**src/design/block_ring_buffer_macros.svh**
```systemverilog
// Assertion macros shared by the ring buffer RTL.
// Included by the modules that carry concurrent assertions; depends on nothing.
`ifndef BLOCK_RING_BUFFER_MACROS_SVH
`define BLOCK_RING_BUFFER_MACROS_SVH
`ifndef ASSERT_OFF
`define RBUF_ASSERT(lbl, clk, rstn, prop, msg) \
  lbl: assert property (@(posedge clk) disable iff (!rstn) (prop)) else $error(msg);
`define RBUF_ASSERT_NEXT(lbl, clk, rstn, ante, cons, msg) \
  lbl: assert property (@(posedge clk) disable iff (!rstn) (ante) |=> (cons)) else $error(msg);
`else
`define RBUF_ASSERT(lbl, clk, rstn, prop, msg)
`define RBUF_ASSERT_NEXT(lbl, clk, rstn, ante, cons, msg)
`endif
`endif

```
**src/design/rbuf_pkg.sv**
```systemverilog
// Shared types and codes of the block ring buffer.
// Used by the front, job queue, back and top level; depends on nothing.
package rbuf_pkg;

  localparam int CMD_W      = 2;
  localparam int DATA_W     = 8;
  localparam int LEN_W      = 7;
  localparam int CNT_W      = 6;
  localparam int MISS_W     = 32;
  localparam int ST_W       = 2;
  localparam int CFG_IDX_W  = 4;
  localparam int CFG_DATA_W = 7;

  localparam logic [CMD_W-1:0] CMD_WRITE = 2'd0;
  localparam logic [CMD_W-1:0] CMD_READ  = 2'd1;
  localparam logic [CMD_W-1:0] CMD_CLEAR = 2'd2;

  localparam logic [ST_W-1:0] ST_OK    = 2'd0;
  localparam logic [ST_W-1:0] ST_FULL  = 2'd1;
  localparam logic [ST_W-1:0] ST_EMPTY = 2'd2;
  localparam logic [ST_W-1:0] ST_ZERO  = 2'd3;

  localparam logic [CFG_IDX_W-1:0] REG_BLOCK_BYTES = 4'd0;
  localparam logic [CFG_IDX_W-1:0] REG_BLOCK_TOTAL = 4'd1;

  typedef struct packed {
    logic [ST_W-1:0]   status;
    logic [LEN_W-1:0]  byte_count;
    logic [CNT_W-1:0]  blocks_readable;
    logic [CNT_W-1:0]  blocks_writable;
    logic [CNT_W-1:0]  contiguous_readable;
    logic [CNT_W-1:0]  contiguous_writable;
    logic [MISS_W-1:0] read_misses;
    logic [MISS_W-1:0] write_misses;
  } res_info_t;

  typedef struct packed {
    logic [DATA_W-1:0] read_byte;
    logic              final_res;
    res_info_t         info;
  } res_t;

endpackage

```
**src/design/rbuf_jobq.sv**
```systemverilog
// Two-entry job queue between the front and the back end.
// Also reports whether a queued block read covers a given slot. Depends on rbuf_pkg.
module rbuf_jobq import rbuf_pkg::*; #(
  parameter int MAX_BLOCK_BYTES = 64,
  parameter int MAX_BLOCKS      = 64
) (
  input  logic                                          clk,
  input  logic                                          rst_n,
  input  logic                                          push,
  input  res_info_t                                     push_info,
  input  logic                                          push_rd,
  input  logic [LEN_W-1:0]                              push_len,
  input  logic [$clog2(MAX_BLOCKS*MAX_BLOCK_BYTES)-1:0] push_base,
  input  logic [$clog2(MAX_BLOCKS)-1:0]                 push_slot,
  input  logic                                          pop,
  output logic                                          nempty,
  output logic                                          q_full,
  output res_info_t                                     head_info,
  output logic                                          head_rd,
  output logic [LEN_W-1:0]                              head_len,
  output logic [$clog2(MAX_BLOCKS*MAX_BLOCK_BYTES)-1:0] head_base,
  output logic [$clog2(MAX_BLOCKS)-1:0]                 head_slot,
  input  logic [$clog2(MAX_BLOCKS)-1:0]                 query_slot,
  output logic                                          hit
);

  localparam int AW = $clog2(MAX_BLOCKS * MAX_BLOCK_BYTES);
  localparam int IW = $clog2(MAX_BLOCKS);

  typedef struct packed {
    res_info_t        info;
    logic             rd;
    logic [LEN_W-1:0] len;
    logic [AW-1:0]    base;
    logic [IW-1:0]    slot;
  } job_t;

  job_t       e0_r, e0_nxt, e1_r, e1_nxt, din;
  logic [1:0] occ_r, occ_nxt;
  logic       pop_ok;

  assign din    = '{info: push_info, rd: push_rd, len: push_len, base: push_base,
                    slot: push_slot};
  assign pop_ok = pop & (occ_r != 2'd0);
  assign nempty = occ_r != 2'd0;
  assign q_full = occ_r == 2'd2;

  assign head_info = e0_r.info;
  assign head_rd   = e0_r.rd;
  assign head_len  = e0_r.len;
  assign head_base = e0_r.base;
  assign head_slot = e0_r.slot;

  assign hit = ((occ_r != 2'd0) & e0_r.rd & (e0_r.slot == query_slot)) |
               ((occ_r == 2'd2) & e1_r.rd & (e1_r.slot == query_slot));

  always_comb begin
    e0_nxt  = e0_r;
    e1_nxt  = e1_r;
    occ_nxt = occ_r;
    case ({push, pop_ok})
      2'b10: begin
        if (occ_r == 2'd0) begin
          e0_nxt = din;
        end else begin
          e1_nxt = din;
        end
        occ_nxt = occ_r + 2'd1;
      end
      2'b01: begin
        e0_nxt  = e1_r;
        occ_nxt = occ_r - 2'd1;
      end
      2'b11: begin
        if (occ_r == 2'd1) begin
          e0_nxt = din;
        end else begin
          e0_nxt = e1_r;
          e1_nxt = din;
        end
      end
      default: begin
      end
    endcase
  end

  always_ff @(posedge clk) begin
    if (!rst_n) begin
      occ_r <= '0;
    end else begin
      occ_r <= occ_nxt;
    end
    e0_r <= e0_nxt;
    e1_r <= e1_nxt;
  end

endmodule

```
**config.mk**
```make
export PLATFORM = sky130hd
export DESIGN_NAME = rbuf_jobq
export DESIGN_NICKNAME = d
export VERILOG_FILES = /design/src/design/block_ring_buffer_macros.svh /design/src/design/rbuf_pkg.sv /design/src/design/rbuf_jobq.sv
export SDC_FILE = /design/constraint.sdc
export NUM_CORES = 1
export LEC_CHECK = 0
export BUFFER_PORTS_ARGS = -buffer_cell sky130_fd_sc_hd__buf_2
export CORE_MARGIN = 2
export CORE_UTILIZATION = 52
export CTS_CLUSTER_DIAMETER = 30
export DETAILED_ROUTE_END_ITERATION = 8
export GPL_TIMING_DRIVEN = 0
export PLACE_DENSITY = 0.8
export SLEW_MARGIN = 0
export SYNTH_ARGS = -nofsm -noshare
export SYNTH_HDL_FRONTEND = slang
export SYNTH_SLANG_ARGS = --single-unit
```
**constraint.sdc**
```tcl
create_clock -name clk -period 15.4 [get_ports clk]
set_input_delay 1.54 -clock clk [delete_from_list [all_inputs] [get_ports clk]]
set_output_delay 1.54 -clock clk [all_outputs]
set_load 0.02 [all_outputs]
```
* Yosys cells after proc, flatten, opt, wreduce, memory -nomap -nowiden
Index checks and enable logic that the tools add are counted.
** Storage, ports and cells
- Bits in registers :: 248
- Input port bits :: 133
- Output and inout port bits :: 126
** Cells by class
- $add $sub $neg :: 2
- Equal/unequal tests :: 10
- Mux-type cells :: 7
- Bitwise gates (word level) :: 6
- Reductions and logical operators :: 7
** Operators with widths (number)
- 123-bit 2-to-1 mux :: 4
- 123-bit case mux with 3 select lines :: 1
- 123-bit case mux with 2 select lines :: 1
- 6-bit == test :: 2
- 2-bit == test, second input constant :: 3
- 2-bit != test, second input constant :: 3
- 2-bit nonzero test :: 3
- 1-bit AND :: 5
- 2-bit by 1-bit == test with 1-bit output, second input constant :: 2
- 2-bit case mux with 2 select lines :: 1
- 3-bit AND reduction :: 1
- 3-bit nonzero test :: 1
- 2-bit by 1-bit adder with 2-bit output, second input constant :: 1
- 2-bit zero test :: 1
- 2-bit AND reduction :: 1
- 2-bit by 1-bit subtractor with 2-bit output, second input constant :: 1
- 1-bit OR :: 1

* Longest topological paths before layout
Gate-level depths: netlist of run 1.
- Word-level depth :: 5
- Gate-level depth with buffers :: 9
- Mapped depth without buffers :: 7

* Worst setup path before layout of run 1
Ideal clock, no wire load.
- Kind :: input -> register
- Start :: input pop
- End :: register e1_r[0] (netlist name) (enable)
- Library setup time :: 0.802 ns
- Arrival time :: 11.108 ns
- Data required time :: 14.598 ns
- Setup slack :: 3.490 ns
- Stages on the path :: 4
- Path buffers :: 0
- Cell sequence :: nor2b_1 -> inv_1 -> ha_1 -> a221oi_1
** Between the ends
- Longest elaborated chain between the ends :: 4
- Elaborated cells on any way between the ends :: 7
- Classes of those cells :: 4 x eq/ne; 1 x bitwise; 2 x reduce/logical
** Ends and longest elaborated chain
- from (decl) :: RTL line rbuf_jobq.sv:15 : input logic pop,
- 1-bit AND (*) :: RTL line rbuf_jobq.sv:44 : assign pop_ok = pop & (occ_r != 2'd0);
- 2-bit == test :: RTL line rbuf_jobq.sv:61 : case ({push, pop_ok})
- 2-bit != test (no source line) / 2-bit nonzero test (equally long branches)
- 3-bit AND reduction (no source line) (*)
- to (signal assigned) :: RTL line rbuf_jobq.sv:94 : e1_r <= e1_nxt;
- to (decl) :: RTL line rbuf_jobq.sv:38 : job_t e0_r, e0_nxt, e1_r, e1_nxt, din;
Mark *: on every way between the ends. The rest lies on a longest branch, timed or not.
A chain may end at the register's enable or synchronous reset.

* Final worst setup path of run 1
- Start :: input query_slot[4]
- End :: output hit
** Between the ends
- Longest elaborated chain between the ends :: 3
- Elaborated cells on any way between the ends :: 5
- Classes of those cells :: 2 x eq/ne; 3 x bitwise
** Ends and longest elaborated chain
- from (decl) :: RTL line rbuf_jobq.sv:23 : input logic [$clog2(MAX_BLOCKS)-1:0] query_slot,
- 6-bit == test (on tied branches) :: RTL line rbuf_jobq.sv:54, rbuf_jobq.sv:55
- 1-bit AND (on tied branches) :: RTL line rbuf_jobq.sv:54, rbuf_jobq.sv:55
- 1-bit OR (*) :: RTL line rbuf_jobq.sv:54 : assign hit = ((occ_r != 2'd0) & e0_r.rd & (e0_r.slot == query_slot)) |
- to (decl) :: RTL line rbuf_jobq.sv:24 : output logic hit
Marked as above.

==> results of run 1 <==
## cell families after synthesis
group,Yosys count
compound gates,133
flops,248
fa+ha+maj,9
simple gates,15
buf+inv,31
xor+xnor,13
## placed cells by master, fill, tap and decap left out, drive strengths merged, types with 2 or more instances in the layout
cell type and count:
ha 9, clkbuf 43, bufinv 4, dfxtp 2, xor2 3, nor2 2, o21ai 5, a22o 123
nand2 6, nor2b 2, buf 295, inv 17, clkinv 9, edfxtp 246, nand3 2, clkinvlp 6
o21bai 2, xnor2 10
## worst register-to-register path: cells and delay by family, from the launching register on
family	cells	cell delay, ns
adders and majority gates	2	0.54
and+or+nand+nor	1	0.34
buffers and inverters	6	1.02
DFF	1	0.39
AOI/OAI and AO/OA	1	0.68
## metal layers
layer  vias up  routed length (µm)  global-route usage  share of wire
met1      2705                8060               0.274           0.39
met3        36                1890              0.0697          0.092
li1       2507                   -                   -              -
met5         -                   0                   0              0
met2       268               10200               0.365           0.50
met4         0                 371              0.0729          0.018
## through the flow
step           hold WS, ns  cells  worst slack (ns)
5_1_grt              0.540   1017             11.21
2_1_floorplan        0.497    449              3.49
3_3_place_gp         0.511    932            -0.359
3_5_place_dp         0.518    944             11.24
4_1_cts              0.525   1017             11.24
6_report             0.520   1018             11.24
## Yosys cell counts
cell and instances:
nor2_1 2, nand3_1 2, xnor2_1 10, a22o_1 123, a21boi_0 1, a221oi_1 1, nor2b_1 2, buf_2 16
and2_1 1, or4_1 1, o21ai_0 3, buf_6 8, edfxtp_1 246, o21ai_2 1, nand4_1 1, ha_1 9
xor2_1 3, buf_4 1, inv_1 6, o21bai_1 1, dfxtp_1 2, o21bai_2 1, o22ai_2 1, o21ai_1 1
nand2_1 6
## final cells by class
class / count / area, µm²
antenna: 1 / 2.50
clock inverter: 30 / 325
multi-input combinational: 170 / 1480
buffer: 25 / 178
clock buffer: 43 / 1030
inverter: 6 / 22.5
sequential: 248 / 7430
timing repair buffer: 270 / 1500
fill: 1071 / 4920
tap: 225 / 282
## power by group through the flow
stage,registers (µW),logic (µW),clock network [µW]
finish,1000,506,884
global route,1010,542,929
floorplan,1190,173,0
detailed placement,1010,509,0
CTS,1000,512,899
global placement,1100,447,0
## flip-flops by register name (all words and copies together) (netlist names)
| name | flops |
|---|---|
| e1_r | 123 |
| head_info | 97 |
| head_base | 12 |
| head_len | 7 |
| head_slot | 6 |
| occ_r | 2 |
| head_rd | 1 |
## final timing paths
check	to	cells past startpoint	start	slack, ns
max	hit	5	query_slot[4]	11.24
min	head_info[86]	1	e1_r[112]	0.52
max reg2reg	e1_r[108]	10	occ_r[0]	12.12
min reg2reg	head_info[86]	1	e1_r[112]	0.52
==> qor.yml, run 1 <==
final_layout:
  area_growth_pct: 35.0
  finish.instance_area_mm2: 0.0123
  fin_nets: 904
  finish.utilization: 0.714
  drive_gt1_frac: 0.466
setup_path:
  cp_slowest_cell: "or4_1"
  worst_setup_path_end_kind: "output port"
  cp.required_ns: 13.86
  worstSetupPathType: "in2out"
  cp.buffers_inverters: 2
  cp_cell_sequence: "buf_2 > xor2_1 > or4_1 > o22ai_2 > buf_2"
  crit_path_max_fanout: 2
  critPathTopFamily: "simple AND/OR/NAND/NOR gates"
  slowest_delay_ns: 0.55
  startpoint_type: "primary input"
  crit_top_cell: "buf_2"
  arrival_ns: 2.62
power_and_ir_drop:
  switchingPower_uw: 693
  internal_power_uw: 1700
  clkPwrFrac: 0.370
  leakage_uw: 0.00485
  p_per_area_mw_per_mm2: 195
  ir_drop_mv: 0.106
  p_comb_frac: 0.212
  p_total_uw: 2390
  netSwitchingFraction: 0.290
  power_frac_seq: 0.418
global_routing:
  grt_pass1_wl_um: 31100
  overflow: 0
  grt_max_degree: 32
  grt_pass1_vias: 5732
  grt_usage: 0.219
  antenna_found_initial: 0
clocking:
  post_cts_resized: 0
  cts_buffers: 41
  cts_hold_buf: 0
  cts_buffer_depth: 3
  cts_num_sinks: 248
  clkLatencyLatePin_ns: 0.51
  postCtsSetupBuffers: 0
  clockRootBuffer: "clkbuf_16"
  htreeDepth: 2
  clk_pin_slew_ns: 0.05
  cts_tree: "done"
logic_synthesis:
  synth_top_family_by_area: "compound AO/OA/AOI/OAI gates"
  syn_area_mm2: 0.00908
  ys_types: 25
  synth_top_area_frac: 0.814
  synth_compound_area_frac: 0.127
  synthAdderAreaFrac: 0.0124
  syn_avg_cell_area_um2: 20.2
  synth_area_leaders: "edfxtp_1 (81%), a22o_1 (12%), ha_1 (1.2%)"
  ys_seq_elements: 248
  synthMuxAreaShare: 0
  yosys.area.top_type: "edfxtp_1"
  synth_warnings: 0
  synthCells: 449
  ys_seq_area_frac: 0.818
  synth-xor-area-share: 0.0125
  syn_nets: 591
  synthSimpleGateAreaFrac: 0.00799
detailed_routing:
  routedWlPerCell_um: 20.2
  drt_iter0_drc: 272
  drc_errors: 0
  vias_per_cell: 5.42
  first_pass_iters: 4
  drt.antenna.violating_nets: 0
  wirelength_um: 20500
  via_count: 5516
place:
  hpwlAfterDp_um: 14400
  globalplace.congestion: 0.770
  portBuffers: 258
  postPlaceCellArea_mm2: 0.0109
job:
  cap_violations: 0
floorplan:
  rows: 48
  die_w_um: 136
  initial_core_util: 0.529
  die_h_um: 136
  top_level_ports: 259
  core_mm2: 0.0172
  die_area_mm2: 0.0185
timing:
  tns_ns: 0
  finalMaxSlewViolations: 0
  fin_crit_sh: 0.270
  period_needed_ns: 4.16
  worst_pin_slew_ns: 0.783
  fin_skew_ns: 0.0146
  hold_viol: 0
  max_clock_freq_mhz: 240
  setup_viol: 0
  relSlewSlack: 0.478
  rsz0062_at_grt: "false"
outcome:
  outcome: "complete, no violations"
worst_hold_path:
  hold_class: "reg2reg"
No activity file was read; power rests on OpenSTA's default activity.
==> run 2: changes to the inputs <==
Clock period 15.4 ns to 4.05 ns, I/O delays scaled along.
==> run 2 against run 1 <==
  * Clock-buffer cell count rose by 3
  * Utilization rose by 0.96 points
  * Via count rose by 1.6%
  * Largest cell class unchanged
==> qor.yml, run 2 (same netlist as run 1, synthesis figures left out) <==
outcome:
  outcome: "complete, no violations"
clocking:
  cts_buffer_depth: 3
  clockRootBuffer: "clkbuf_16"
  post_cts_resized: 0
  cts_buffers: 44
  postCtsSetupBuffers: 0
  htreeDepth: 2
  clk_pin_slew_ns: 0.05
  clkLatencyLatePin_ns: 0.51
  cts_num_sinks: 248
  cts_tree: "done"
  cts_hold_buf: 0
detailed_routing:
  wirelength_um: 21400
  drc_errors: 0
  vias_per_cell: 5.47
  via_count: 5603
  drt.antenna.violating_nets: 0
  first_pass_iters: 6
  drt_iter0_drc: 323
  routedWlPerCell_um: 20.9
timing:
  fin_skew_ns: 0.0148
  tns_ns: 0
  setup_viol: 0
  fin_crit_sh: 0.662
  rsz0062_at_grt: "false"
  relSlewSlack: 0.524
  worst_pin_slew_ns: 0.711
  hold_viol: 0
  period_needed_ns: 2.68
  finalMaxSlewViolations: 0
  max_clock_freq_mhz: 373
setup_path:
  slowest_delay_ns: 0.48
  r2r_setup_slack_ns: 1.37
  cp.buffers_inverters: 5
  cp.required_ns: 4.26
  cp_cell_sequence: "inv_2 > ha_4 > nor2b_4 > ha_1 > nor2_1 > a221oi_4 > buf_8 > buf_8 > buf_16 > buf_8"
  cp_slowest_cell: "a221oi_4"
  worst_setup_path_end_kind: "flip-flop"
  critPathTopFamily: "buffers and inverters"
  crit_path_max_fanout: 16
  startpoint_type: "flip-flop"
  crit_top_cell: "buf_8"
  worstSetupPathType: "reg2reg"
  arrival_ns: 2.90
global_routing:
  overflow: 0
  busiest_layer: "met2"
  grt_util_met3: 0.0753
  grt_pass1_vias: 5810
  grt_max_degree: 28
  antenna_found_initial: 1
  grtUsageMet2: 0.378
  grt_usage: 0.225
  grt_pass1_wl_um: 31600
  gr-usage-met1: 0.278
floorplan:
  rows: 48
  initial_core_util: 0.529
  core_mm2: 0.0172
  die_w_um: 136
  top_level_ports: 259
  die_area_mm2: 0.0185
  die_h_um: 136
worst_hold_path:
  hold_class: "in2reg"
final_layout:
  largest_reg_flops: 123
  finish.instance_area_mm2: 0.0124
  final_common_cell: "buf_2"
  area_growth_pct: 36.8
  finish.utilization: 0.723
  fin_nets: 908
  drive_gt1_frac: 0.481
  largest_register: "e1_r"
  layout_common_cells: "buf_2 (274), edfxtp_1 (246), a22o_1 (123)"
power_and_ir_drop:
  internal_power_uw: 6580
  p_per_area_mw_per_mm2: 750
  leakage_uw: 0.00492
  ir_drop_mv: 0.483
  netSwitchingFraction: 0.294
  power_frac_seq: 0.408
  p_comb_frac: 0.215
  switchingPower_uw: 2740
  clkPwrFrac: 0.377
place:
  globalplace.congestion: 0.784
  hpwlAfterDp_um: 14700
  postPlaceCellArea_mm2: 0.0110
  portBuffers: 258
job:
  cap_violations: 0
run 2: per-stage QoR:
stage,cells,worst slack [ns],hold WS (ns),total power (µW)
finish,1025,1.37,0.0828,9320
global route,1024,1.17,0.0614,9650
CTS,1024,1.31,0.0637,9390
detailed placement,945,1.32,0.518,5850
global placement,932,-1.77,0.498,5670
floorplan,449,-0.549,0.484,5040
run 2: final timing paths:
path | endpoint | cells after the start | from
setup / recovery | e1_r[105] | 10 | occ_r[0]
hold / removal | e1_r[28] | 1 | push_info[2]
setup reg to reg | e1_r[105] | 10 | occ_r[0]
hold reg to reg | occ_r[0] | 2 | occ_r[0]
run 2: power by group through the flow:
stage / Clock, µW / Combinational [µW] / Sequential (µW)
after CTS: 3560 / 2020 / 3810
after floorplan: 0 / 686 / 4360
after global routing: 3670 / 2130 / 3850
after global placement: 0 / 1740 / 3930
final: 3510 / 2000 / 3800
after detailed placement: 0 / 2010 / 3840
run 2: cell type report:
class,count,area (µm²)
flip-flops and latches,248,7430
fillers,1062,4760
repair buffers,271,1560
multi-input cells,170,1510
clock buffers,46,1110
clock inverters,33,325
well taps,225,282
plain buffers,25,178
inverters,6,22.5
diodes,1,2.50
run 2: per-layer routing:
layer | up-vias | wire, µm
met2 | 281 | 10800
met4 | 0 | 405
met1 | 2766 | 8290
met3 | 34 | 1890
met5 | - | 0
li1 | 2522 | -
==> run 3: changes to the inputs <==
Settings changed: CORE_UTILIZATION 52 to 47, PLACE_DENSITY 0.8 to 0.76.
Clock period 4.05 ns to 2.2 ns, I/O delays scaled along.
==> run 3 against run 2 <==
  * Non-clock buffer count grew 127
  * First-iteration DRC count increased by 13%
  * Hold slack improved by 0.30 ns
  * Register-to-register slack worse by 1.3 ns
  * Clock-buffer cell count up 2
  * Critical path depth down 4
  * Cell count rose by 17%
  * Utilization increased by 2.2 points
==> qor.yml, run 3 (same netlist as run 1, synthesis figures left out) <==
timing:
  relSlewSlack: 0.687
  finalMaxSlewViolations: 0
  worst_pin_slew_ns: 0.468
  hold_viol: 0
  rsz0062_at_grt: "true"
  setup_viol: 0
  period_needed_ns: 2.16
  fin_skew_ns: 0.0157
  max_clock_freq_mhz: 463
  worst_slack_ns: 0.0417
  fin_hold_ws_ns: 0.379
  fin_crit_sh: 0.981
clocking:
  htreeDepth: 2
  cts_buffer_depth: 3
  cts_num_sinks: 248
  cts_tree: "done"
  clockRootBuffer: "clkbuf_16"
  cts_buffers: 46
  clkLatencyLatePin_ns: 0.53
  clk_pin_slew_ns: 0.05
floorplan:
  die_area_mm2: 0.0204
  die_w_um: 143
  rows: 50
  initial_core_util: 0.482
  top_level_ports: 259
  core_mm2: 0.0188
  die_h_um: 143
setup_path:
  cp.buffers_inverters: 2
  crit_path_max_fanout: 3
  critPathTopFamily: "simple AND/OR/NAND/NOR gates"
  r2r-end: "head_base[11]"
  crit_end: "hit"
  cp.required_ns: 1.98
  worst_setup_path_end_kind: "output port"
  arrival_ns: 1.94
  crit_start: "occ_r[0]"
  worstSetupPathType: "reg2out"
  slowest_delay_ns: 0.55
  cp_cell_sequence: "inv_4 > ha_4 > nand2_2 > or4_4 > o22ai_4 > buf_6"
  cp_slowest_cell: "or4_4"
  worstRegToRegCells: 9
  cp_num_cells: 6
  r2r_start: "occ_r[1]"
  r2r_setup_slack_ns: 0.09
  startpoint_type: "flip-flop"
detailed_routing:
  wirelength_um: 24600
  routedWlPerCell_um: 20.6
  first_pass_iters: 5
  via_count: 6299
  vias_per_cell: 5.27
  drc_errors: 0
  drt.antenna.violating_nets: 0
  drt_iter0_drc: 365
worst_hold_path:
  hold_class: "in2reg"
  worstHoldPathCells: 4
power_and_ir_drop:
  clkPwrFrac: 0.399
  p_per_area_mw_per_mm2: 1310
  switchingPower_uw: 5300
  ir_drop_mv: 0.967
  internal_power_uw: 13100
  power_frac_seq: 0.383
  leakage_uw: 0.00558
  p_comb_frac: 0.218
  netSwitchingFraction: 0.288
place:
  post-place-cells: 979
  globalplace.congestion: 0.854
  hpwlAfterDp_um: 14000
  portBuffers: 258
  post-place-ws_ns: -0.670
global_routing:
  overflow: 0
  antenna_found_initial: 2
  grt_pass1_wl_um: 36200
  grt_pass1_vias: 6755
  grt_max_degree: 39
  grt_usage: 0.231
final_layout:
  area_growth_pct: 54.6
  largest_register: "e1_r"
  finish.utilization: 0.746
  final_cells: 1195
  fin_nets: 1037
  final_common_cell: "buf_2"
  layout_common_cells: "buf_2 (265), edfxtp_1 (246), dlygate4sd3_1 (124)"
  drive_gt1_frac: 0.427
  largest_reg_flops: 123
  nFillCells: 1065
outcome:
  outcome: "complete, no violations"
job:
  cap_violations: 0
[run 3: cell types whose count changed in the layout (fill, tap and decap cells not counted), moves of 4 or more]
cell           before  now
dlygate4sd3_1       0  124
bufinv_16           3    8
buf_4               1    9
buf_2             274  265
ha_1                7    3
clkinvlp_4          7    3
buf_8               6    2
[run 3: routing by layer]
metal  routed length (µm)  GRT usage  share of wire
met1                 9060      0.262           0.37
met2                13100      0.419           0.53
met3                 1760     0.0597          0.072
met4                  612     0.0870          0.025
met5                    0          0              0
[run 3: cell type report]
cell class,instances,area [µm²],area share
diodes,2,5.00,0.000356
plain buffers,25,201,0.0143
clock buffers,48,1160,0.0825
clock inverters,38,470,0.0335
inverters,6,25.0,0.00178
multi-input cells,170,1580,0.112
flip-flops and latches,248,7430,0.529
well taps,260,325,0.0232
repair buffers,398,2850,0.203
[run 3: power by group through the flow]
| stage | registers, µW | clock network (µW) | logic, µW |
|---|---|---|---|
| 2_1_floorplan | 8020 | 0 | 1260 |
| 3_3_place_gp | 7250 | 0 | 3190 |
| 3_5_place_dp | 7080 | 0 | 3610 |
| 4_1_cts | 7010 | 7390 | 3860 |
| 5_1_grt | 7130 | 7630 | 4240 |
| 6_report | 7040 | 7330 | 4010 |
[run 3: worst min-delay path, delay by kind of cell]
| kind | cells | cell delay (ns) |
|---|---|---|
| AO/OA/AOI/OAI | 1 | 0.15 |
| AND/OR/NAND/NOR | 1 | 0.14 |
| buffers and inverters | 2 | 0.18 |
[run 3: what timing repair did]
| action | in CTS | in global routing |
|---|---|---|
| hold buffers | 124 | 0 |
| endpoints found under the hold margin | 160 | 0 |
| endpoints found under the setup margin | 118 | 161 |
| resized for setup | 6 | 29 |
| buffers inserted | 2 | 3 |
| cloned | 1 | 1 |
| pin swaps | 0 | 1 |
[run 3: through the flow]
step / TNS (ns) / area, µm² / total power, µW
after global placement: -876.82 / 10800 / 10400
after floorplan: -563.93 / 9140 / 9290
final: 0 / 14000 / 18400
after detailed placement: -32.12 / 11000 / 10700
after global routing: -0.106 / 14000 / 19000
after CTS: 0 / 13900 / 18300
[run 3: how the worst min path moves through the flow]
stage | start | end | slack (ns)
after floorplan | push_slot[0] | e1_r[0] | 0.32
after global placement | push_info[30] | e1_r[56] | 0.41
after detailed placement | push_info[29] | e1_r[55] | 0.41
after CTS | push | head_info[89] | 0.34
after global routing | pop | head_info[70] | 0.38
final | pop | head_info[70] | 0.38
