===== config.mk =====
export PLATFORM = sky130hd
export DESIGN_NAME = rbuf_back
export DESIGN_NICKNAME = d
export VERILOG_FILES = /design/src/design/rbuf_pkg.sv /design/src/design/rbuf_back.sv
export VERILOG_INCLUDE_DIRS = /design/src /design/src/design
export SDC_FILE = /design/constraint.sdc
export NUM_CORES = 1
export LEC_CHECK = 0
export BUFFER_PORTS_ARGS = -buffer_cell sky130_fd_sc_hd__buf_2
export CAP_MARGIN = 0
export CORE_ASPECT_RATIO = 2
export CORE_UTILIZATION = 55
export CTS_CLUSTER_SIZE = 40
export DETAILED_ROUTE_END_ITERATION = 6
export GPL_TIMING_DRIVEN = 0
export PLACE_DENSITY = 0.74
export SYNTH_ARGS = -nofsm -noshare
export SYNTH_HDL_FRONTEND = slang
export SYNTH_SLANG_ARGS = --single-unit

===== constraint.sdc =====
create_clock -name clk -period 27.4 [get_ports clk]
set_input_delay 8.22 -clock clk [delete_from_list [all_inputs] [get_ports clk]]
set_output_delay 8.22 -clock clk [all_outputs]
set_load 0.01 [all_outputs]

===== src/design/block_ring_buffer_macros.svh =====
// Assertion macros shared by the ring buffer RTL.
// Included by the modules that carry concurrent assertions; depends on nothing.
`ifndef BLOCK_RING_BUFFER_MACROS_SVH
`define BLOCK_RING_BUFFER_MACROS_SVH
`ifndef ASSERT_OFF
`define RBUF_ASSERT(lbl, clk, rstn, prop, msg) \
  lbl: assert property (@(posedge clk) disable iff (!rstn) (prop)) else $error(msg);
`define RBUF_ASSERT_NEXT(lbl, clk, rstn, ante, cons, msg) \
  lbl: assert property (@(posedge clk) disable iff (!rstn) (ante) |=> (cons)) else $error(msg);
`else
`define RBUF_ASSERT(lbl, clk, rstn, prop, msg)
`define RBUF_ASSERT_NEXT(lbl, clk, rstn, ante, cons, msg)
`endif
`endif


===== src/design/rbuf_pkg.sv =====
// Shared types and codes of the block ring buffer.
// Used by the front, job queue, back and top level; depends on nothing.
package rbuf_pkg;

  localparam int CMD_W      = 2;
  localparam int DATA_W     = 8;
  localparam int LEN_W      = 7;
  localparam int CNT_W      = 6;
  localparam int MISS_W     = 32;
  localparam int ST_W       = 2;
  localparam int CFG_IDX_W  = 4;
  localparam int CFG_DATA_W = 7;

  localparam logic [CMD_W-1:0] CMD_WRITE = 2'd0;
  localparam logic [CMD_W-1:0] CMD_READ  = 2'd1;
  localparam logic [CMD_W-1:0] CMD_CLEAR = 2'd2;

  localparam logic [ST_W-1:0] ST_OK    = 2'd0;
  localparam logic [ST_W-1:0] ST_FULL  = 2'd1;
  localparam logic [ST_W-1:0] ST_EMPTY = 2'd2;
  localparam logic [ST_W-1:0] ST_ZERO  = 2'd3;

  localparam logic [CFG_IDX_W-1:0] REG_BLOCK_BYTES = 4'd0;
  localparam logic [CFG_IDX_W-1:0] REG_BLOCK_TOTAL = 4'd1;

  typedef struct packed {
    logic [ST_W-1:0]   status;
    logic [LEN_W-1:0]  byte_count;
    logic [CNT_W-1:0]  blocks_readable;
    logic [CNT_W-1:0]  blocks_writable;
    logic [CNT_W-1:0]  contiguous_readable;
    logic [CNT_W-1:0]  contiguous_writable;
    logic [MISS_W-1:0] read_misses;
    logic [MISS_W-1:0] write_misses;
  } res_info_t;

  typedef struct packed {
    logic [DATA_W-1:0] read_byte;
    logic              final_res;
    res_info_t         info;
  } res_t;

endpackage


===== src/design/rbuf_back.sv =====
// Back end: carries out queued jobs, reads block bytes from the store one per cycle
// while the output queue has room, holds results in a two-entry output queue. Depends on rbuf_pkg and macros.
`include "block_ring_buffer_macros.svh"
module rbuf_back import rbuf_pkg::*; #(
  parameter int MAX_BLOCK_BYTES = 64,
  parameter int MAX_BLOCKS      = 64
) (
  input  logic                                          clk,
  input  logic                                          rst_n,
  input  logic                                          q_nempty,
  input  res_info_t                                     q_info,
  input  logic                                          q_rd,
  input  logic [LEN_W-1:0]                              q_len,
  input  logic [$clog2(MAX_BLOCKS*MAX_BLOCK_BYTES)-1:0] q_base,
  input  logic [$clog2(MAX_BLOCKS)-1:0]                 q_slot,
  output logic                                          q_pop,
  input  logic [$clog2(MAX_BLOCKS)-1:0]                 query_slot,
  output logic                                          bk_hit,
  output logic                                          ram_re,
  output logic [$clog2(MAX_BLOCKS*MAX_BLOCK_BYTES)-1:0] ram_raddr,
  input  logic [DATA_W-1:0]                             ram_rdata,
  output logic                                          empty,
  input  logic                                          pop,
  output res_t                                          res
);

  localparam int AW = $clog2(MAX_BLOCKS * MAX_BLOCK_BYTES);
  localparam int IW = $clog2(MAX_BLOCKS);

  logic             job_v_r, job_v_nxt, job_rd_r;
  res_info_t        job_info_r;
  logic [LEN_W-1:0] job_len_r, idx_r, idx_nxt;
  logic [AW-1:0]    job_base_r;
  logic [IW-1:0]    job_slot_r;

  logic             s1_v_r, s1_fin_r, s1_ram_r;
  res_info_t        s1_info_r;

  res_t             o0_r, o0_nxt, o1_r, o1_nxt, rnew;
  logic [1:0]       occ_r, occ_nxt;
  logic [2:0]       occ_after;
  logic             pop_ok, issue, last_el, take;

  assign pop_ok    = pop & (occ_r != 2'd0);
  assign occ_after = {1'b0, occ_r} + {2'b0, s1_v_r} - {2'b0, pop_ok};
  assign issue     = job_v_r & (occ_after <= 3'd1);
  assign last_el   = ~job_rd_r | ((idx_r + 7'd1) == job_len_r);
  assign take      = q_nempty & (~job_v_r | (issue & last_el));
  assign q_pop     = take;
  assign job_v_nxt = take | (job_v_r & ~(issue & last_el));
  assign idx_nxt   = (issue & last_el) ? '0 : (issue ? idx_r + 7'd1 : idx_r);

  assign ram_re    = issue & job_rd_r;
  assign ram_raddr = job_base_r + AW'(idx_r);
  assign bk_hit    = job_v_r & job_rd_r & (job_slot_r == query_slot);

  assign rnew.read_byte = s1_ram_r ? ram_rdata : '0;
  assign rnew.final_res = s1_fin_r;
  assign rnew.info      = s1_info_r;

  assign empty = occ_r == 2'd0;
  assign res   = o0_r;

  always_comb begin
    o0_nxt  = o0_r;
    o1_nxt  = o1_r;
    occ_nxt = occ_r;
    case ({s1_v_r, pop_ok})
      2'b10: begin
        if (occ_r == 2'd0) begin
          o0_nxt = rnew;
        end else begin
          o1_nxt = rnew;
        end
        occ_nxt = occ_r + 2'd1;
      end
      2'b01: begin
        o0_nxt  = o1_r;
        occ_nxt = occ_r - 2'd1;
      end
      2'b11: begin
        if (occ_r == 2'd1) begin
          o0_nxt = rnew;
        end else begin
          o0_nxt = o1_r;
          o1_nxt = rnew;
        end
      end
      default: begin
      end
    endcase
  end

  always_ff @(posedge clk) begin
    if (!rst_n) begin
      job_v_r <= 1'b0;
      idx_r   <= '0;
      s1_v_r  <= 1'b0;
      occ_r   <= '0;
    end else begin
      job_v_r <= job_v_nxt;
      idx_r   <= idx_nxt;
      s1_v_r  <= issue;
      occ_r   <= occ_nxt;
    end
    if (take) begin
      job_info_r <= q_info;
      job_rd_r   <= q_rd;
      job_len_r  <= q_len;
      job_base_r <= q_base;
      job_slot_r <= q_slot;
    end
    if (issue) begin
      s1_fin_r  <= last_el;
      s1_ram_r  <= job_rd_r;
      s1_info_r <= job_info_r;
    end
    o0_r <= o0_nxt;
    o1_r <= o1_nxt;
  end

  `RBUF_ASSERT(a_out_room, clk, rst_n, !(s1_v_r && (occ_r == 2'd2) && !pop_ok), "result arrived at a full output queue")
  `RBUF_ASSERT(a_idx_in_len, clk, rst_n, !(job_v_r && job_rd_r) || (idx_r < job_len_r), "block read ran past its length")

endmodule


### Word-level counts from Yosys, hierarchy flattened

Index checks and enable logic that the tools add are counted.

| storage, ports and cells | value |
|---|---|
| bits in registers | 445 |
| output and inout port bits | 122 |

| cells by class | value |
|---|---|
| add/sub/neg operators | 6 |
| order comparisons | 1 |
| eq/ne operators | 9 |
| muxes and demuxes | 8 |
| bitwise logic cells | 15 |
| reductions and logical operators | 8 |

Operator list:

| kind | count |
|---|---|
| 106-bit 2-to-1 mux | 4 |
| 106-bit case mux with 3 select lines | 1 |
| 106-bit case mux with 2 select lines | 1 |
| 12-bit by 7-bit adder with 12-bit output | 1 |
| 1-bit bitwise AND | 8 |
| 8-bit 2-to-1 mux | 1 |
| 7-bit by 1-bit adder with 7-bit output, second input constant | 1 |
| 7-bit == test | 1 |
| 6-bit == test | 1 |
| 2-bit != test, second input constant | 3 |
| 2-bit nonzero test | 3 |
| 2-bit by 1-bit == test with 1-bit output, second input constant | 2 |
| 2-bit == test, second input constant | 2 |
| 1-bit NOT | 4 |
| 2-bit case mux with 2 select lines | 1 |
| 2-bit by 1-bit adder with 3-bit output | 1 |
| 3-bit by 1-bit less-or-equal comparator with 1-bit output, second input constant | 1 |
| 1-bit OR | 3 |
| 3-bit AND reduction | 1 |
| 3-bit nonzero test | 1 |
| 3-bit by 1-bit subtractor with 3-bit output | 1 |
| 2-bit by 1-bit adder with 2-bit output, second input constant | 1 |
| 2-bit logical NOT | 1 |
| 2-bit AND reduction | 1 |
| other kinds (2) | 2 |

### Logic depth before layout (Yosys ltp)

Gate-level depths: netlist of run 1.

| logic depth | value |
|---|---|
| word-level depth | 9 |
| depth in mapped cells | 14 |
| gate-level depth less buffers | 12 |

### Worst setup path after synthesis of run 1

Ideal clock, no wire load.

| timing | value |
|---|---|
| path type | input to output |
| start | in pop |
| end | out q_pop |
| data arrival time | 15.980 ns |
| setup slack | 3.200 ns |
| cell stages on the path | 11 |
| path buffers | 2 |
| path through | nand2b_1 > clkbuf_1 > xnor2_1 > ha_1 > inv_1 > fa_1 > xnor2_1 > nand3_1 > clkbuf_1 > a21o_1 > a21oi_1 |

| on the way | value |
|---|---|
| word-level cells in the longest chain between the ends | 7 |

Ends and longest elaborated chain:

| what | RTL line | RTL |
|---|---|---|
| from (decl) | rbuf_back.sv:23 | `input logic pop,` |
| 1-bit bitwise AND | rbuf_back.sv:44 | `assign pop_ok = pop & (occ_r != 2'd0);` |
| 3-bit by 1-bit subtractor with 3-bit output | rbuf_back.sv:45 | `assign occ_after = {1'b0, occ_r} + {2'b0, s1_v_r} - {2'b0, pop_ok};` |
| 3-bit by 1-bit less-or-equal comparator with 1-bit output | rbuf_back.sv:46 | `assign issue = job_v_r & (occ_after <= 3'd1);` |
| 1-bit bitwise AND | rbuf_back.sv:46 |  |
| 1-bit bitwise AND | rbuf_back.sv:48 | `assign take = q_nempty & (~job_v_r \| (issue & last_el));` |
| 1-bit OR | rbuf_back.sv:48 |  |
| 1-bit bitwise AND | rbuf_back.sv:48 |  |
| to (decl) | rbuf_back.sv:16 | `output logic q_pop,` |

Every way passes these cells.

### Worst setup path in the final report of run 1

Same ends and word-level chain as after synthesis.

==> impl_table.tex, run 1 <==
\begin{tabular}{lr}
\hline
Metric & Value \\
\hline
\multicolumn{2}{l}{\textbf{Global route}} \\
Overall Global Routing Usage & 0.1971 \\
Remaining global-route overflow & 0 \\
Largest net degree at the start of global routing & 63 \\
Initial antenna violation count & 13 \\
Number of global-route vias before repair & approximately 7900 \\
Wire length of the first global-routing pass & 42.39 mm \\
\multicolumn{2}{l}{\textbf{STA}} \\
Final Max Tran Viols & 0 \\
Final worst path period share & 0.7127 \\
Worst Clk Skew & $\sim$17 ps \\
Worst Max-Slew Pin Slew & between 800 and 900 ps \\
Smallest hold slack & 414.1 ps \\
Fmax & 51.21 MHz \\
Accumulated negative setup slack & 0 ps \\
Max-Slew Margin vs Limit & 0.4038 \\
Hold violation count in the final report & 0 \\
Setup-failing EPs final & 0 \\
Final period demand of the worst path & 19530 ps \\
Unrepaired setup endpoints after global routing & no \\
Worst setup slack after layout & 7872 ps \\
\multicolumn{2}{l}{\textbf{Min path}} \\
Hold Path Depth & 0 \\
Worst min-delay path class & register to register \\
Hold-critical path endpoint & rnew[79] \\
Origin of the worst min-delay path & job\_info\_r[79] \\
\multicolumn{2}{l}{\textbf{Setup path}} \\
Worst flop-to-flop path endpoint & job\_info\_r[66] \\
Worst r2r src & occ\_r[1] \\
Maximum fanout along the worst path & 31 \\
WP data required & 19180 ps \\
CP startpoint kind & input pin \\
Arrival time of data at the critical path endpoint & 11310 ps \\
Worst Reg-to-Reg Cells & 16 \\
Path type of the worst setup path & input pin to output pin \\
Worst setup EP type & output pin \\
Minimum setup slack among reg-to-reg paths & 23150 ps \\
\multicolumn{2}{l}{\textbf{CTS}} \\
Clock transition at path regs & around 70 ps \\
Clock latency at the later pin of the worst-skew pair & 530 ps \\
Root buffer selected by CTS & sky130\_fd\_sc\_hd\_\_clkbuf\_16 \\
Post-cts resize count & 0 \\
Clock sink count & 445 \\
Num CTS Buffers & 38 \\
\# hold bufs at CTS & 0 \\
CTS tree & built \\
Post-CTS Setup Inserts & 0 \\
CTS HTree Levels & 2 \\
Longest Clk Path Bufs & 3 \\
\multicolumn{2}{l}{\textbf{Pwr}} \\
PD cells & 101.1 mW/mm² \\
Static leakage power & 6.861 nW \\
IR drop worst, VDD & 0.08779 mV \\
Total power & 1.925 mW \\
\multicolumn{2}{l}{\textbf{Drt}} \\
Wire length per cell after detailed routing & 19.50 µm \\
Antenna Nets Post-Route & 0 \\
Vias & 7462 \\
Number of detailed-route iterations in the first pass & 4 \\
Violation count after the first detailed-routing iteration & 377 \\
Post-detailed-route via-to-cell ratio & 5.218 \\
Routed wire length & roughly 28 mm \\
Number of remaining DRC errors & 0 \\
\multicolumn{2}{l}{\textbf{Synthesis}} \\
Post-synth top area cell & sky130\_fd\_sc\_hd\_\_edfxtp\_1 \\
Total of warnings raised by yosys & 0 \\
Number of flip-flops and latches in the synthesized netlist & around 450 \\
Top post-synthesis cells by area & sky130\_fd\_sc\_hd\_\_edfxtp\_1 (83\%), sky130\_fd\_sc\_hd\_\_mux2\_2 (7.6\%), sky130\_fd\_sc\_hd\_\_dfxtp\_1 (1.4\%) \\
Number of library cell types mapped by synthesis & 40 \\
Gate count of the mapped netlist & 725 \\
Syn nets & just under 900 \\
Area share of the leading cell type in the synthesized netlist & 0.8345 \\
Combined area of all synthesized cells & 0.01562 mm² \\
Sequential area share after synthesis & 0.8486 \\
EDFF count, synth & 434 \\
Predominant post-synthesis flop cell & sky130\_fd\_sc\_hd\_\_edfxtp\_1 \\
Syn avg cell area & 21.54 µm² \\
Share of async-settable or async-resettable flops after synthesis & 0 \\
\multicolumn{2}{l}{\textbf{Floorplanning}} \\
Number of cell rows & between 80 and 90 \\
Overall die height & 240.3 µm \\
Die extent in x & between 100 and 150 µm \\
Top Ports & 263 \\
Die area & 0.02911 mm² \\
Initial core utilization & 0.5625 \\
Area of the core & 0.02776 mm² \\
\multicolumn{2}{l}{\textbf{Placement}} \\
Final weighted congestion in routability-driven placement & slightly above 0.8 \\
Number of buffers inserted by port buffering & 262 \\
Detail Placement HPWL & 19.16 mm \\
Post-Place Worst Slack & 7816 ps \\
\multicolumn{2}{l}{\textbf{Run}} \\
Count of max-cap constraint violations & 0 \\
\multicolumn{2}{l}{\textbf{Run status}} \\
Result of the run & finished, final reports clean \\
\multicolumn{2}{l}{\textbf{Cells and area}} \\
Layout Area Growth over Synthesis & 21.95\% \\
\# fillers & 1837 \\
Post-layout utilization of the core & 0.6860 \\
Nets & 1195 \\
Share of final-layout standard cells stronger than drive strength 1 & 0.4326 \\
\hline
\end{tabular}
[cell type report]
type,instances,area (µm²),share of cell area
flip-flops and latches,445,13250,0.6959
multi-input cells,245,2215,0.1163
repair buffers,276,1637,0.08593
clock buffers,42,987.2,0.05184
well taps,352,440.4,0.02313
clock inverters,25,305.3,0.01603
plain buffers,19,120.1,0.006307
inverters,16,62.56,0.003285
diodes,10,25.02,0.001314
[placed cells by master (no fill, tap or decap), drive strengths merged, types with 2 or more instances in the layout]
cell type    n
dfxtp       11
nand3       11
clkinv      14
buf        292
clkinvlp     3
fa           2
o211ai       4
o21a         3
clkbuf      45
xnor2       17
inv         17
bufinv       7
nand4b       2
nor3         4
xor2         9
o21ai        5
a21o         2
nor2        10
nor2b        3
nand4        2
ha          11
mux2       106
a211oi       2
nor4         2
a31oi        8
a21oi        7
diode       10
a21boi       3
and2         9
nand3b       2
nand2       13
edfxtp     434
and3         2
[state kept, by name, summed over array words and instances, names as in the netlist]
name        cells
job_len_r       7
idx_r           7
job_rd_r        1
o1_r          106
s1_ram_r        1
s1_v_r          1
job_v_r         1
res           106
job_base_r     12
occ_r           2
rnew           97
job_info_r     97
job_slot_r      6
s1_fin_r        1
[critical path: stages]
cell and delay, ps:
sky130_fd_sc_hd__buf_2 120, sky130_fd_sc_hd__nand2b_1 60, sky130_fd_sc_hd__clkbuf_1 330, sky130_fd_sc_hd__xnor2_1 170, sky130_fd_sc_hd__ha_1 160, sky130_fd_sc_hd__inv_1 50
sky130_fd_sc_hd__fa_1 380, sky130_fd_sc_hd__xnor2_1 160, sky130_fd_sc_hd__nand3_1 240, sky130_fd_sc_hd__clkbuf_1 290, sky130_fd_sc_hd__a21o_1 240, sky130_fd_sc_hd__a21oi_4 440
sky130_fd_sc_hd__buf_12 260, sky130_fd_sc_hd__buf_2 160
[per-stage QoR]
stage               instance area (µm²)  cells
detailed placement                17730   1353
global placement                  17370   1339
finish                            19040   1430
global route                      19040   1429
floorplan                         15620    725
CTS                               19020   1420
[metal layers]
layer,track usage,share of wire,routed length (µm)
met3,0.04269,0.055,1524
met2,0.3597,0.56,15540
met5,0,0.0011,30
met1,0.2110,0.35,9729
met4,0.09989,0.038,1061
[worst max-delay path by stage]
stage                     cells past startpoint    end  startpoint
after floorplan                              11  q_pop         pop
after global placement                       13  q_pop         pop
after detailed placement                     14  q_pop         pop
after CTS                                    14  q_pop         pop
after global routing                         14  q_pop         pop
final                                        14  q_pop         pop
[synthesized netlist by cell type, drive strengths merged (5+ instances only)]
| library cell | instances |
|---|---|
| mux2 | 106 |
| dfxtp | 11 |
| edfxtp | 434 |
| nand2 | 13 |
| ha | 11 |
| and2 | 9 |
| nand3 | 11 |
| nor2 | 10 |
| xor2 | 9 |
| inv | 16 |
| a21oi | 7 |
| o21ai | 5 |
| a31oi | 8 |
| buf | 16 |
| xnor2 | 17 |
[logic make-up (layout without fill, tap and decap cells)]
logic type | Yosys count | after routing | share of synthesized area
AOI/OAI and AO/OA | 36 | 36 | 0.01530
xor gates and xnor gates | 26 | 26 | 0.01458
adders and majority gates | 13 | 13 | 0.01138
buffers and inverters | 35 | 378 | 0.01154
DFF | 445 | 445 | 0.8486
muxes | 106 | 106 | 0.07644
other | 0 | 10 | 0
and+or+nand+nor | 64 | 64 | 0.02211
[where the power goes]
part           total, mW  switching [mW]  internal [mW]
logic              0.362           0.215          0.147
clock network      0.556           0.230          0.327
registers           1.01          0.0474          0.959
Power figures use the tool's default switching activity.
==> run 2, diff against run 1 <==
--- a/config.mk
+++ b/config.mk
@@ -9,11 +9,11 @@
 export BUFFER_PORTS_ARGS = -buffer_cell sky130_fd_sc_hd__buf_2
 export CAP_MARGIN = 0
 export CORE_ASPECT_RATIO = 2
-export CORE_UTILIZATION = 55
+export CORE_UTILIZATION = 50
 export CTS_CLUSTER_SIZE = 40
 export DETAILED_ROUTE_END_ITERATION = 6
 export GPL_TIMING_DRIVEN = 0
-export PLACE_DENSITY = 0.74
+export PLACE_DENSITY = 0.71
 export SYNTH_ARGS = -nofsm -noshare
 export SYNTH_HDL_FRONTEND = slang
 export SYNTH_SLANG_ARGS = --single-unit
==> constraint.sdc (replaced) <==
create_clock -name clk -period 16 [get_ports clk]
set_input_delay 4.8 -clock clk [delete_from_list [all_inputs] [get_ports clk]]
set_output_delay 4.8 -clock clk [all_outputs]
set_load 0.01 [all_outputs]
==> run 2 against run 1 <==
Utilization fell by 6.7 points. Final area barely moved. Non-clock buffer count did not move. Global-route usage fell by 2.3 points. Total power rose by 71%. Sequential cell count did not move. Die area rose by 9.9%. Worst hold slack got worse by 5.3 ps. Wire length fell by 0.95%. Sequential share of layout area barely moved. Final cell count rose by 1.3%. Register-to-register slack got worse by 12000 ps. Largest cell class unchanged. Largest power group unchanged.
==> impl_table.tex, run 2 (synthesis gave the netlist of run 1 again) <==
\begin{tabular}{lr}
\hline
Metric & Value \\
\hline
\multicolumn{2}{l}{\textbf{Run status}} \\
Result of the run & finished, final reports clean (unchanged) \\
\multicolumn{2}{l}{\textbf{Pwr}} \\
IR drop worst, VDD & 0.09913 mV (was 0.08779 mV) \\
Sequential cell fraction of total power & 0.521 (was 0.523) \\
P\_sw & 0.8385 mW (was 0.4920 mW) \\
PD cells & 173.2 mW/mm² (was 101.1 mW/mm²) \\
Combinational power share & 0.189 (was 0.188) \\
Internal power consumption & 2.459 mW (was 1.433 mW) \\
Sw Ratio & 0.2543 (was 0.2556) \\
Static leakage power & 6.859 nW (was 6.861 nW) \\
Clock share of power & 0.290 (was 0.289) \\
\multicolumn{2}{l}{\textbf{Setup path}} \\
Category of cells accounting for the largest share of critical-path delay & buffers and inverters (unchanged) \\
WP data required & 11200 ps (was 19180 ps) \\
CP startpoint kind & input pin (unchanged) \\
Arrival time of data at the critical path endpoint & 8090 ps (was 11310 ps) \\
Maximum fanout along the worst path & 29 (was 31) \\
CP Buf/Inv Count & 6 (unchanged) \\
Delay of the slowest cell on the worst path & 590 ps (was 440 ps) \\
Ordered cell list for the critical path & buf\_2 > nand2b\_1 > clkbuf\_1 > xnor2\_1 > ha\_1 > inv\_1 > fa\_1 > xnor2\_1 > nand3\_1 > clkbuf\_1 > a21o\_1 > a21oi\_4 > buf\_12 > buf\_2 (unchanged) \\
Path type of the worst setup path & input pin to output pin (unchanged) \\
Worst setup EP type & output pin (unchanged) \\
Slowest stage cell, crit path & sky130\_fd\_sc\_hd\_\_a21oi\_4 (unchanged) \\
Minimum setup slack among reg-to-reg paths & 11410 ps (was 23150 ps) \\
\multicolumn{2}{l}{\textbf{Floorplanning}} \\
Area of the core & 0.03074 mm² (was 0.02776 mm²) \\
Overall die height & 251.9 µm (was 240.3 µm) \\
Die extent in x & 127.0 µm (was 121.2 µm) \\
Top Ports & 263 (unchanged) \\
Number of cell rows & 91 (was 86) \\
Die area & 0.03199 mm² (was 0.02911 mm²) \\
Initial core utilization & 0.5080 (was 0.5625) \\
\multicolumn{2}{l}{\textbf{STA}} \\
Setup-failing EPs final & 0 (unchanged) \\
Final period demand of the worst path & 12890 ps \\
Smallest hold slack & 408.8 ps (was 414.1 ps) \\
Final worst path period share & 0.8057 \\
Fmax & 77.57 MHz \\
Max-Slew Margin vs Limit & 0.4536 (was 0.4038) \\
Unrepaired setup endpoints after global routing & no (unchanged) \\
Worst Max-Slew Pin Slew & 817.0 ps (was 894.2 ps) \\
Hold violation count in the final report & 0 (unchanged) \\
Final Max Tran Viols & 0 (unchanged) \\
Worst Clk Skew & 15.13 ps (was 16.86 ps) \\
\multicolumn{2}{l}{\textbf{Placement}} \\
Final weighted congestion in routability-driven placement & 0.8325 (was 0.8293) \\
Post-placement cell area & 0.01772 mm² (was 0.01773 mm²) \\
Number of placed instances with taps included & 1373 (was 1353) \\
Detail Placement HPWL & 18.74 mm (was 19.16 mm) \\
Number of buffers inserted by port buffering & 262 (unchanged) \\
\multicolumn{2}{l}{\textbf{CTS}} \\
Post-CTS Setup Inserts & 0 (unchanged) \\
Post-cts resize count & 0 (unchanged) \\
Clock latency at the later pin of the worst-skew pair & 530 ps (about the same) \\
CTS HTree Levels & 2 (unchanged) \\
Clock transition at path regs & 70 ps (about the same) \\
\# hold bufs at CTS & 0 (unchanged) \\
Clock sink count & 445 (unchanged) \\
CTS tree & built (unchanged) \\
Root buffer selected by CTS & sky130\_fd\_sc\_hd\_\_clkbuf\_16 (unchanged) \\
Longest Clk Path Bufs & 3 (unchanged) \\
Num CTS Buffers & 39 (was 38) \\
\multicolumn{2}{l}{\textbf{Drt}} \\
Post-detailed-route via-to-cell ratio & 5.070 (was 5.218) \\
Violation count after the first detailed-routing iteration & 339 (was 377) \\
Routed wire length & 27.62 mm (was 27.88 mm) \\
Wire length per cell after detailed routing & 19.07 µm (was 19.50 µm) \\
Vias & 7341 (was 7462) \\
Number of detailed-route iterations in the first pass & 4 (unchanged) \\
Number of remaining DRC errors & 0 (unchanged) \\
Antenna Nets Post-Route & 0 (unchanged) \\
\multicolumn{2}{l}{\textbf{Global route}} \\
Overall Global Routing Usage & 0.1744 (was 0.1971) \\
Remaining global-route overflow & 0 (unchanged) \\
Initial antenna violation count & 11 (was 13) \\
Largest net degree at the start of global routing & 55 (was 63) \\
Number of global-route vias before repair & 7748 (was 7923) \\
Wire length of the first global-routing pass & 41.92 mm (was 42.39 mm) \\
\multicolumn{2}{l}{\textbf{Cells and area}} \\
Final Instance Count excl. Fillers & 1448 (was 1430) \\
Layout Area Growth over Synthesis & 21.92\% (was 21.95\%) \\
Nets & 1196 (was 1195) \\
Most frequent cells in the layout & sky130\_fd\_sc\_hd\_\_edfxtp\_1 (434), sky130\_fd\_sc\_hd\_\_buf\_2 (271), sky130\_fd\_sc\_hd\_\_mux2\_2 (106) (unchanged) \\
Finished Cell Area & 0.01904 mm² (about the same) \\
Commonest non-fill, non-tap cell in the layout & sky130\_fd\_sc\_hd\_\_edfxtp\_1 (unchanged) \\
Post-layout utilization of the core & 0.6193 (was 0.6860) \\
Share of final-layout standard cells stronger than drive strength 1 & 0.4298 (was 0.4326) \\
\multicolumn{2}{l}{\textbf{Min path}} \\
Worst min-delay path class & register to register (unchanged) \\
\multicolumn{2}{l}{\textbf{Run}} \\
Count of max-cap constraint violations & 0 (unchanged) \\
\hline
\end{tabular}
run 2: changes by cell type in the layout (fill, tap and decap cells not counted), sizes merged:
cell      delta
clkinvlp     -3
clkinv       -1
clkbuf       +5
diode        -2
bufinv       -1
run 2: path summary, 6_finish.rpt:
| path | from | cells after the start | to |
|---|---|---|---|
| max | pop | 14 | q_pop |
| min | job_info_r[90] | 0 | rnew[90] |
| min reg2reg | job_info_r[90] | 0 | rnew[90] |
| max reg2reg | occ_r[1] | 16 | job_info_r[77] |
run 2: area by class of cell:
type / instances / area [µm²]
clock buffers: 47 / 1049
diodes: 8 / 20.02
inverters: 16 / 62.56
flip-flops and latches: 445 / 13250
clock inverters: 20 / 250.2
repair buffers: 276 / 1605
multi-input cells: 245 / 2215
well taps: 372 / 465.4
plain buffers: 19 / 120.1
fillers: 2226 / 11700
run 2: power groups by stage:
stage / clock network (mW) / logic (mW) / registers (mW)
after CTS: 0.987 / 0.639 / 1.72
after detailed placement: 0 / 0.634 / 1.74
after global placement: 0 / 0.576 / 1.80
final: 0.957 / 0.622 / 1.72
after global routing: 1.02 / 0.673 / 1.74
after floorplan: 0 / 0.310 / 1.81
run 2: per-layer routing:
metal / GRT usage / up-vias / wire length [µm]
met5: 0 / - / 34
met4: 0.08435 / 6 / 996
met3: 0.04029 / 61 / 1499
met2: 0.3166 / 223 / 15050
met1: 0.1896 / 3588 / 10030
li1: - / 3463 / -
run 2: per-stage QoR:
stage / total power, mW / setup WS, ps / setup TNS (ps)
global route: 3.438 / 2862 / 0
floorplan: 2.120 / 1357 / 0
global placement: 2.373 / -2725 / -289150
detailed placement: 2.378 / 3100 / 0
finish: 3.297 / 3109 / 0
CTS: 3.346 / 3086 / 0
